**src/hw/rtl/chd_pkg.sv**
```systemverilog
// Package for the compass heading block: payload words, controller and
// datapath command/status structs, CORDIC arctangent table and constants.
// No dependencies.
`default_nettype none

package chd_pkg;

    localparam int CORDIC_STEPS = 16;
    localparam int STEP_W       = 5;

    localparam int XY_W = 28;
    localparam int Z_W  = 24;
    localparam int H_W  = 18;

    localparam logic signed [Z_W-1:0] Z_QUARTER = 24'sd2304000;
    localparam logic signed [Z_W-1:0] Z_HALF_LSB = 24'sd128;
    localparam logic signed [H_W-1:0] FULL_TURN = 18'sd36000;

    localparam logic [27:0] RECIP_100 = 28'd5243;
    localparam logic [15:0] MAP_MUL   = 16'd179;
    localparam logic [32:0] RECIP_239 = 33'd70198;
    localparam logic [8:0]  MAP_KNEE  = 9'd240;
    localparam logic [8:0]  MAP_BASE  = 9'd180;
    localparam logic [15:0] HALF_DEG  = 16'd50;

    localparam int CFG_IDX_W = 2;
    localparam logic [CFG_IDX_W-1:0] CFG_DECLINATION = 2'd0;
    localparam logic [CFG_IDX_W-1:0] CFG_DEADBAND    = 2'd1;

    localparam logic signed [15:0] DECL_RESET = 16'sd802;
    localparam logic [3:0]         DB_RESET   = 4'd3;

    typedef struct packed {
        logic signed [15:0] mag_x;
        logic signed [15:0] mag_y;
    } t_in_word;

    typedef struct packed {
        logic [15:0] heading_fine;
        logic [8:0]  heading_mapped;
        logic [8:0]  heading_smooth;
    } t_out_word;

    typedef struct packed {
        logic              load;
        logic              iter;
        logic [STEP_W-1:0] step;
        logic              angle;
        logic              wrap;
        logic              div;
        logic              mul;
        logic              recip;
        logic              emit;
    } t_dp_cmd;

    typedef struct packed {
        logic h_ok;
    } t_dp_sts;

    typedef enum logic [2:0] {
        S_IDLE,
        S_ITER,
        S_ANGLE,
        S_WRAP,
        S_DIV,
        S_MUL,
        S_RECIP,
        S_EMIT
    } t_state;

    function automatic logic signed [Z_W-1:0] chd_atan(input logic [STEP_W-1:0] idx);
        logic signed [Z_W-1:0] v;
        case (idx)
            5'd0:    v = 24'sd1152000;
            5'd1:    v = 24'sd680065;
            5'd2:    v = 24'sd359328;
            5'd3:    v = 24'sd182400;
            5'd4:    v = 24'sd91554;
            5'd5:    v = 24'sd45822;
            5'd6:    v = 24'sd22916;
            5'd7:    v = 24'sd11459;
            5'd8:    v = 24'sd5730;
            5'd9:    v = 24'sd2865;
            5'd10:   v = 24'sd1432;
            5'd11:   v = 24'sd716;
            5'd12:   v = 24'sd358;
            5'd13:   v = 24'sd179;
            5'd14:   v = 24'sd90;
            5'd15:   v = 24'sd45;
            5'd16:   v = 24'sd22;
            5'd17:   v = 24'sd11;
            5'd18:   v = 24'sd6;
            5'd19:   v = 24'sd3;
            5'd20:   v = 24'sd1;
            5'd21:   v = 24'sd1;
            default: v = '0;
        endcase
        return v;
    endfunction

endpackage

`default_nettype wire

```
**src/hw/rtl/compass_heading_deadband.sv**
```systemverilog
// Compass heading block: CORDIC atan2 of a magnetometer X,Y word, declination
// correction, piecewise degree remap and deadband smoothing.
// Depends on chd_pkg, chd_ctrl and chd_dp.
//
// Input channel: i_in_valid / o_in_stall carry one X,Y word. Output channel:
// o_out_valid / i_out_stall carry heading_fine, heading_mapped and
// heading_smooth. A word moves when valid is high and stall is low.
// Config channel: i_cfg_valid / o_cfg_ready, index 0 = declination,
// index 1 = deadband; other indexes are ignored. Write only while idle.
// One word is processed at a time. The iterative CORDIC unit and a wrap step
// that repeats until the heading lies in range come between input accept
// and output valid.
// The next input word is taken as soon as the result is in the output
// register, even while the receiver stalls it; a second result then waits
// in the datapath until the output register frees.
// Reset restores declination 802, deadband 3, clears the previous smoothed
// heading and drops any pending output word.
`default_nettype none

module compass_heading_deadband
    import chd_pkg::*;
(
    input  wire logic                 i_clk,
    input  wire logic                 i_rst_n,
    input  wire logic                 i_in_valid,
    output logic                      o_in_stall,
    input  wire t_in_word             i_in_data,
    output logic                      o_out_valid,
    input  wire logic                 i_out_stall,
    output t_out_word                 o_out_data,
    input  wire logic                 i_cfg_valid,
    output logic                      o_cfg_ready,
    input  wire logic [CFG_IDX_W-1:0] i_cfg_index,
    input  wire logic [15:0]          i_cfg_data
);

    t_dp_cmd cmd;
    t_dp_sts sts;

    assign o_cfg_ready = 1'b1;

    chd_ctrl u_ctrl (
        .i_clk       (i_clk),
        .i_rst_n     (i_rst_n),
        .i_in_valid  (i_in_valid),
        .o_in_stall  (o_in_stall),
        .o_out_valid (o_out_valid),
        .i_out_stall (i_out_stall),
        .o_cmd       (cmd),
        .i_sts       (sts)
    );

    chd_dp u_dp (
        .i_clk       (i_clk),
        .i_rst_n     (i_rst_n),
        .i_cfg_we    (i_cfg_valid & o_cfg_ready),
        .i_cfg_index (i_cfg_index),
        .i_cfg_data  (i_cfg_data),
        .i_in_data   (i_in_data),
        .i_cmd       (cmd),
        .o_sts       (sts),
        .o_out_data  (o_out_data)
    );

endmodule

`default_nettype wire

```
**src/hw/rtl/chd_ctrl.sv**
```systemverilog
// Controller for the compass heading block: sequences load, CORDIC steps,
// wrap, remap and output word handoff. Depends on chd_pkg.
`default_nettype none

module chd_ctrl
    import chd_pkg::*;
(
    input  wire logic    i_clk,
    input  wire logic    i_rst_n,
    input  wire logic    i_in_valid,
    output logic         o_in_stall,
    output logic         o_out_valid,
    input  wire logic    i_out_stall,
    output t_dp_cmd      o_cmd,
    input  wire t_dp_sts i_sts
);

    t_state            r_state, n_state;
    logic [STEP_W-1:0] r_step, n_step;
    logic              r_out_valid, n_out_valid;

    always_ff @(posedge i_clk) begin
        if (!i_rst_n) begin
            r_state     <= S_IDLE;
            r_step      <= '0;
            r_out_valid <= 1'b0;
        end else begin
            r_state     <= n_state;
            r_step      <= n_step;
            r_out_valid <= n_out_valid;
        end
    end

    always_comb begin
        n_state = r_state;
        n_step  = r_step;
        o_cmd   = '0;
        o_cmd.step = r_step;
        case (r_state)
            S_IDLE: begin
                if (i_in_valid) begin
                    o_cmd.load = 1'b1;
                    n_step     = '0;
                    n_state    = S_ITER;
                end
            end
            S_ITER: begin
                o_cmd.iter = 1'b1;
                if (r_step == STEP_W'(CORDIC_STEPS - 1)) begin
                    n_state = S_ANGLE;
                end else begin
                    n_step = r_step + 1'b1;
                end
            end
            S_ANGLE: begin
                o_cmd.angle = 1'b1;
                n_state     = S_WRAP;
            end
            S_WRAP: begin
                if (i_sts.h_ok) begin
                    n_state = S_DIV;
                end else begin
                    o_cmd.wrap = 1'b1;
                end
            end
            S_DIV: begin
                o_cmd.div = 1'b1;
                n_state   = S_MUL;
            end
            S_MUL: begin
                o_cmd.mul = 1'b1;
                n_state   = S_RECIP;
            end
            S_RECIP: begin
                o_cmd.recip = 1'b1;
                n_state     = S_EMIT;
            end
            S_EMIT: begin
                if (!r_out_valid || !i_out_stall) begin
                    o_cmd.emit = 1'b1;
                    n_state    = S_IDLE;
                end
            end
            default: n_state = S_IDLE;
        endcase

        if (o_cmd.emit) begin
            n_out_valid = 1'b1;
        end else if (!i_out_stall) begin
            n_out_valid = 1'b0;
        end else begin
            n_out_valid = r_out_valid;
        end
    end

    assign o_in_stall  = (r_state != S_IDLE);
    assign o_out_valid = r_out_valid;

endmodule

`default_nettype wire

```
**src/hw/rtl/chd_dp.sv**
```systemverilog
// Datapath for the compass heading block: config registers, CORDIC vectoring
// registers, wrap, constant-reciprocal remap, deadband and output word.
// Depends on chd_pkg.
`default_nettype none

module chd_dp
    import chd_pkg::*;
(
    input  wire logic                 i_clk,
    input  wire logic                 i_rst_n,
    input  wire logic                 i_cfg_we,
    input  wire logic [CFG_IDX_W-1:0] i_cfg_index,
    input  wire logic [15:0]          i_cfg_data,
    input  wire t_in_word             i_in_data,
    input  wire t_dp_cmd              i_cmd,
    output t_dp_sts                   o_sts,
    output t_out_word                 o_out_data
);

    logic signed [15:0]     r_decl;
    logic [3:0]             r_db;
    logic signed [XY_W-1:0] r_x, r_y;
    logic signed [Z_W-1:0]  r_z;
    logic                   r_zero;
    logic signed [H_W-1:0]  r_h;
    logic [8:0]             r_d;
    logic [15:0]            r_n;
    logic [8:0]             r_q;
    logic [8:0]             r_last;
    t_out_word              r_out;

    logic signed [XY_W-1:0] in_x, in_y, x_sh, y_sh;
    logic                   y_pos;
    logic signed [Z_W-1:0]  z_rnd;
    logic signed [15:0]     angle;
    logic [27:0]            div_prod;
    logic [32:0]            rcp_prod;
    logic [8:0]             hi_part;
    logic [8:0]             mapped, smooth;
    logic [9:0]             win_hi, win_lo;

    assign in_x  = {{4{i_in_data.mag_x[15]}}, i_in_data.mag_x, 8'd0};
    assign in_y  = {{4{i_in_data.mag_y[15]}}, i_in_data.mag_y, 8'd0};
    assign x_sh  = r_x >>> i_cmd.step;
    assign y_sh  = r_y >>> i_cmd.step;
    assign y_pos = !r_y[XY_W-1] && (r_y != '0);
    assign z_rnd = r_z + Z_HALF_LSB;
    assign angle = r_zero ? 16'sd0 : z_rnd[Z_W-1:8];

    assign div_prod = 28'(r_h[15:0]) * RECIP_100;
    assign rcp_prod = 33'(r_n) * RECIP_239;

    assign o_sts.h_ok = !r_h[H_W-1] && (r_h < FULL_TURN);

    always_comb begin
        hi_part = 9'(((r_d - MAP_KNEE) * 9'd3) >> 1);
        if (r_d == '0) begin
            mapped = (r_h[15:0] >= HALF_DEG) ? 9'd1 : 9'd0;
        end else if (r_d < MAP_KNEE) begin
            mapped = r_q;
        end else begin
            mapped = MAP_BASE + hi_part;
        end
        win_hi = {1'b0, r_last} + {6'd0, r_db};
        win_lo = {1'b0, mapped} + {6'd0, r_db};
        if (({1'b0, mapped} < win_hi) && (win_lo > {1'b0, r_last})) begin
            smooth = r_last;
        end else begin
            smooth = mapped;
        end
    end

    always_ff @(posedge i_clk) begin
        if (!i_rst_n) begin
            r_decl <= DECL_RESET;
            r_db   <= DB_RESET;
            r_last <= '0;
        end else begin
            if (i_cfg_we) begin
                case (i_cfg_index)
                    CFG_DECLINATION: r_decl <= i_cfg_data;
                    CFG_DEADBAND:    r_db   <= i_cfg_data[3:0];
                    default:         ;
                endcase
            end
            if (i_cmd.emit) begin
                r_last <= smooth;
            end
        end
    end

    always_ff @(posedge i_clk) begin
        if (i_cmd.load) begin
            r_zero <= (i_in_data.mag_x == '0) && (i_in_data.mag_y == '0);
            if (in_x < 0) begin
                if (in_y >= 0) begin
                    r_x <= in_y;
                    r_y <= -in_x;
                    r_z <= Z_QUARTER;
                end else begin
                    r_x <= -in_y;
                    r_y <= in_x;
                    r_z <= -Z_QUARTER;
                end
            end else begin
                r_x <= in_x;
                r_y <= in_y;
                r_z <= '0;
            end
        end else if (i_cmd.iter) begin
            if (y_pos) begin
                r_x <= r_x + y_sh;
                r_y <= r_y - x_sh;
                r_z <= r_z + chd_atan(i_cmd.step);
            end else begin
                r_x <= r_x - y_sh;
                r_y <= r_y + x_sh;
                r_z <= r_z - chd_atan(i_cmd.step);
            end
        end

        if (i_cmd.angle) begin
            r_h <= {{2{angle[15]}}, angle} - {{2{r_decl[15]}}, r_decl};
        end else if (i_cmd.wrap) begin
            if (r_h[H_W-1]) begin
                r_h <= r_h + FULL_TURN;
            end else begin
                r_h <= r_h - FULL_TURN;
            end
        end

        if (i_cmd.div) begin
            r_d <= div_prod[27:19];
        end
        if (i_cmd.mul) begin
            r_n <= 16'(r_d) * MAP_MUL;
        end
        if (i_cmd.recip) begin
            r_q <= rcp_prod[32:24];
        end
        if (i_cmd.emit) begin
            r_out.heading_fine   <= r_h[15:0];
            r_out.heading_mapped <= mapped;
            r_out.heading_smooth <= smooth;
        end
    end

    assign o_out_data = r_out;

endmodule

`default_nettype wire
```
**config.mk**
```make
export PLATFORM = sky130hd
export DESIGN_NAME = compass_heading_deadband
export DESIGN_NICKNAME = d
export VERILOG_FILES = /design/src/hw/rtl/chd_pkg.sv /design/src/hw/rtl/compass_heading_deadband.sv /design/src/hw/rtl/chd_ctrl.sv /design/src/hw/rtl/chd_dp.sv
export SDC_FILE = /design/constraint.sdc
export NUM_CORES = 2
export LEC_CHECK = 0
export BUFFER_PORTS_ARGS = -buffer_cell sky130_fd_sc_hd__buf_2
export CAP_MARGIN = 20
export CORE_UTILIZATION = 59
export DETAILED_ROUTE_END_ITERATION = 10
export GPL_TIMING_DRIVEN = 0
export PLACE_DENSITY = 0.76
export REMOVE_ABC_BUFFERS = 1
export SETUP_SLACK_MARGIN = 0.3
export SLEW_MARGIN = 10
export SYNTH_ARGS = -nofsm -noshare
export SYNTH_HDL_FRONTEND = slang
export SYNTH_HIERARCHICAL = 1
export SYNTH_SLANG_ARGS = --single-unit
```
**constraint.sdc**
```tcl
create_clock -name i_clk -period 6 [get_ports i_clk]
set_input_delay 0.9 -clock i_clk [delete_from_list [all_inputs] [get_ports i_clk]]
set_output_delay 0.9 -clock i_clk [all_outputs]
set_load 0.02 [all_outputs]
```
==> flow_metrics.py <==
metrics = {
    "job": {
        "drv_cap": 0,
    },
    "placed_design": {
        "gp_congestion": 0.943,
        "io_buffers": 90,
        "pre_cts_ws_ns": -1.49,
        "dp_hpwl_mm": 59.8,
    },
    "power_and_ir_drop": {
        "pwr-share-comb_pct": 67.5,
        "p_leak_nw": 14.3,
        "p_int_w": 0.00705,
        "powerDensity_nw_per_um2": 415,
        "p_seq_share_pct": 19.9,
        "irDropWorstVdd_uv": 381,
        "power.share.clock_pct": 12.6,
        "p_sw_share_pct": 47.4,
        "p_switching_w": 0.00636,
    },
    "setup_path": {
        "rr_endpoint": "u_dp/r_y[27]",
        "reg2reg_depth": 24,
        "startpoint": "u_ctrl/r_step[1]",
        "crit_type": "register to register",
        "r2r-start": "u_ctrl/r_step[1]",
        "crit_fanout": 6,
        "startpoint_type": "register",
        "cp-end-kind": "register",
        "rrSetupSlack_ns": 0.40,
        "cp_data_required_time_ns": 6.44,
        "arrival_ns": 6.04,
    },
    "die": {
        "io_pins": 92,
        "die-area_um2": 49600,
        "die_x_um": 223,
        "start_util_pct": 60.0,
        "num_rows": 80,
        "die_height_um": 223,
        "core_um2": 47800,
    },
    "min_path": {
        "min_to": "u_dp/r_decl[13]",
        "whs_path_depth": 2,
        "hold_start": "u_dp/r_decl[13]",
        "hold_class": "register to register",
    },
    "grt": {
        "overflow": 0,
        "antenna_found_initial": 1,
        "grt_pass1_vias": 24200,
        "grt_pass1_wl_mm": 127,
        "grtUsageTotal_pct": 32.0,
        "grt_max_degree": 64,
    },
    "sta": {
        "finalSetupViolations": 0,
        "max_slew_margin_pct": 22.2,
        "drv_slew": 0,
        "rsz0062_at_grt": "yes",
        "tns_ns": 0,
        "fmax_mhz": 178,
        "skew_ns": 0.0319,
        "fin_ws_ns": 0.396,
        "period_needed_ns": 5.60,
        "finalHoldViolCount": 0,
        "max_slew.worst_pin.slew_ns": 1.16,
        "finalCritPeriodShare_pct": 93.4,
    },
    "cts": {
        "cts_buffer_depth": 3,
        "clk_pin_slew_ns": 0.06,
        "ctsHoldBuffers": 0,
        "h-tree-depth": 1,
        "cts_sinks": 205,
        "cts_buffers": 26,
        "cts_tree": "built",
        "cts-root-buf": "clkbuf_16",
        "clk_latency_ns": 0.58,
    },
    "yosys": {
        "ys.flop_type": "edfxtp_1",
        "synth_cell_types": 84,
        "synth_edf_count": 167,
        "synth_area_um2": 28700,
        "yosysSeqAreaShare_pct": 20.1,
        "syn_inst": 3137,
        "async_flop_share_pct": 0,
        "synth-seq-cells": 205,
        "yosys_warnings": 6,
        "syn_area_per_cell_um2": 9.16,
    },
    "run_status": {
        "status": "finished clean",
    },
    "routing": {
        "first_iter_violations": 2096,
        "antenna_left": 0,
        "via_count": 24300,
        "wl_per_cell_um": 20.9,
        "viasPerCell": 6.24,
        "remaining_drc_errors": 0,
        "dr.pass1.iters": 6,
        "routed_wl_mm": 81.6,
    },
    "final_layout": {
        "drive_above_1_share_pct": 14.7,
        "area.growth.synth_to_final_pct": 12.4,
        "layout.cells.most_common": "ha_1",
        "final_nets": 3930,
        "final_cell_mix": "ha_1 (458), inv_1 (343), nand2_1 (246), nor2_1 (194), edfxtp_1 (167)",
    },
}
[through the flow]
step	hold slack [ns]	instance area, µm²	total power [W]	std cells	util [%]
after CTS	0.468	31600	0.0127	3854	66.0
after floorplan	0.443	28300	0.00866	3026	-
final	0.469	32300	0.0134	3898	67.5
after global routing	0.487	32300	0.0143	3898	67.5
after detailed placement	0.463	29800	0.0107	3745	62.3
after global placement	0.458	29500	0.0104	3731	61.6
[cell families (layout without fill, tap and decap cells)]
group	after synthesis	in the layout	share of synthesized area (%)
simple gates	755	755	12.3
compound gates	685	685	15.1
fa+ha+maj	612	612	30.5
buf+inv	458	603	6.19
xor+xnor	257	257	7.88
flops	205	205	20.1
mux	164	164	7.87
other cells	1	2	0.0131
[area by class of cell]
| type | count | area (µm²) |
|---|---|---|
| diodes | 1 | 2.50 |
| clock buffers | 33 | 771 |
| clock inverters | 14 | 159 |
| fillers | 3680 | 15600 |
| inverters | 347 | 1320 |
| multi-input cells | 2474 | 21800 |
| flip-flops and latches | 205 | 5790 |
| well taps | 615 | 769 |
| repair buffers | 209 | 1700 |
[power groups by stage]
stage                     Combinational, W  Clock (W)  Sequential [W]
after global routing               0.00982    0.00176         0.00268
after floorplan                    0.00622          0         0.00244
after CTS                          0.00839    0.00171         0.00264
after global placement             0.00765          0         0.00270
final                              0.00905    0.00168         0.00267
after detailed placement           0.00796          0         0.00269
[Yosys cell counts, drive strengths merged (16+ instances only)]
cell type,n,area [µm²]
o211ai,48,360
dfxtp,38,761
mux2i,65,651
nor2,205,774
a21oi,171,856
o21a,22,165
inv,345,1290
nand3,63,315
or3,17,106
o31ai,23,178
edfxtp,167,5010
o21ai,179,896
nand2,249,935
ha,463,5790
xnor2,155,1360
mux2,55,619
nor3,51,255
o21bai,22,165
a21o,45,338
a21boi,22,165
or2,16,100
clkbuf,72,270
buf,39,206
fa,149,2980
nand2b,26,163
a31oi,30,188
xor2,101,885
mux4,44,991
a211oi,28,210
nor2b,36,225
[timing repair]
item	in CTS	in global routing
gates cloned	3	1
endpoints found under the setup margin	59	42
pin swaps	4	33
gates resized for setup	62	76
setup buffers	59	40
[worst max-delay path by stage]
stage	end	slack (ns)	depth (start not counted)
finish	u_dp/r_y[27]	0.40	24
global route	u_dp/r_d[8]	0.18	19
CTS	u_dp/r_y[27]	0.27	24
detailed placement	u_dp/r_y[27]	-1.49	20
global placement	u_dp/r_x[27]	-3.94	19
floorplan	u_dp/r_x[27]	-1.38	19
[layer usage]
metal | vias up | GRT usage [%] | routed length, µm
met5 | - | 0 | 0
met4 | 0 | 12.9 | 3350
met3 | 211 | 3.56 | 5120
met2 | 988 | 55.7 | 39800
met1 | 11800 | 40.5 | 33300
li1 | 11400 | - | -
[critical path, cell delays in order (launching register included)]
cell and delay, ns:
dfxtp_4 0.39, buf_4 0.17, buf_12 0.13, mux2_2 0.36, mux4_2 0.51, and2_1 0.19
o31ai_2 0.46, o2111ai_4 0.23, nor3_4 0.20, buf_6 0.16, and2_4 0.18, a21oi_1 0.08
xor2_1 0.29, o22ai_2 0.16, ha_4 0.19, a21o_1 0.18, a21oi_2 0.15, a21boi_2 0.19
nor2_1 0.06, a211oi_2 0.27, o21ai_2 0.12, a31oi_2 0.24, o21ai_0 0.14, or3_1 0.32
nand3_1 0.09
[state kept, by name, summed over array words and instances, names as in the netlist, 4 cells and up]
name and flops:
u_dp/r_y 28, u_ctrl/r_step 5, u_dp/o_out_data 34, u_dp/r_z 24
u_dp/r_x 28, u_dp/r_db 4, u_dp/r_q 9, u_dp/r_last 9
u_dp/r_h 18, u_dp/r_n 16, u_dp/r_d 9, u_dp/r_decl 16
(Power assumes the default switching activity.)
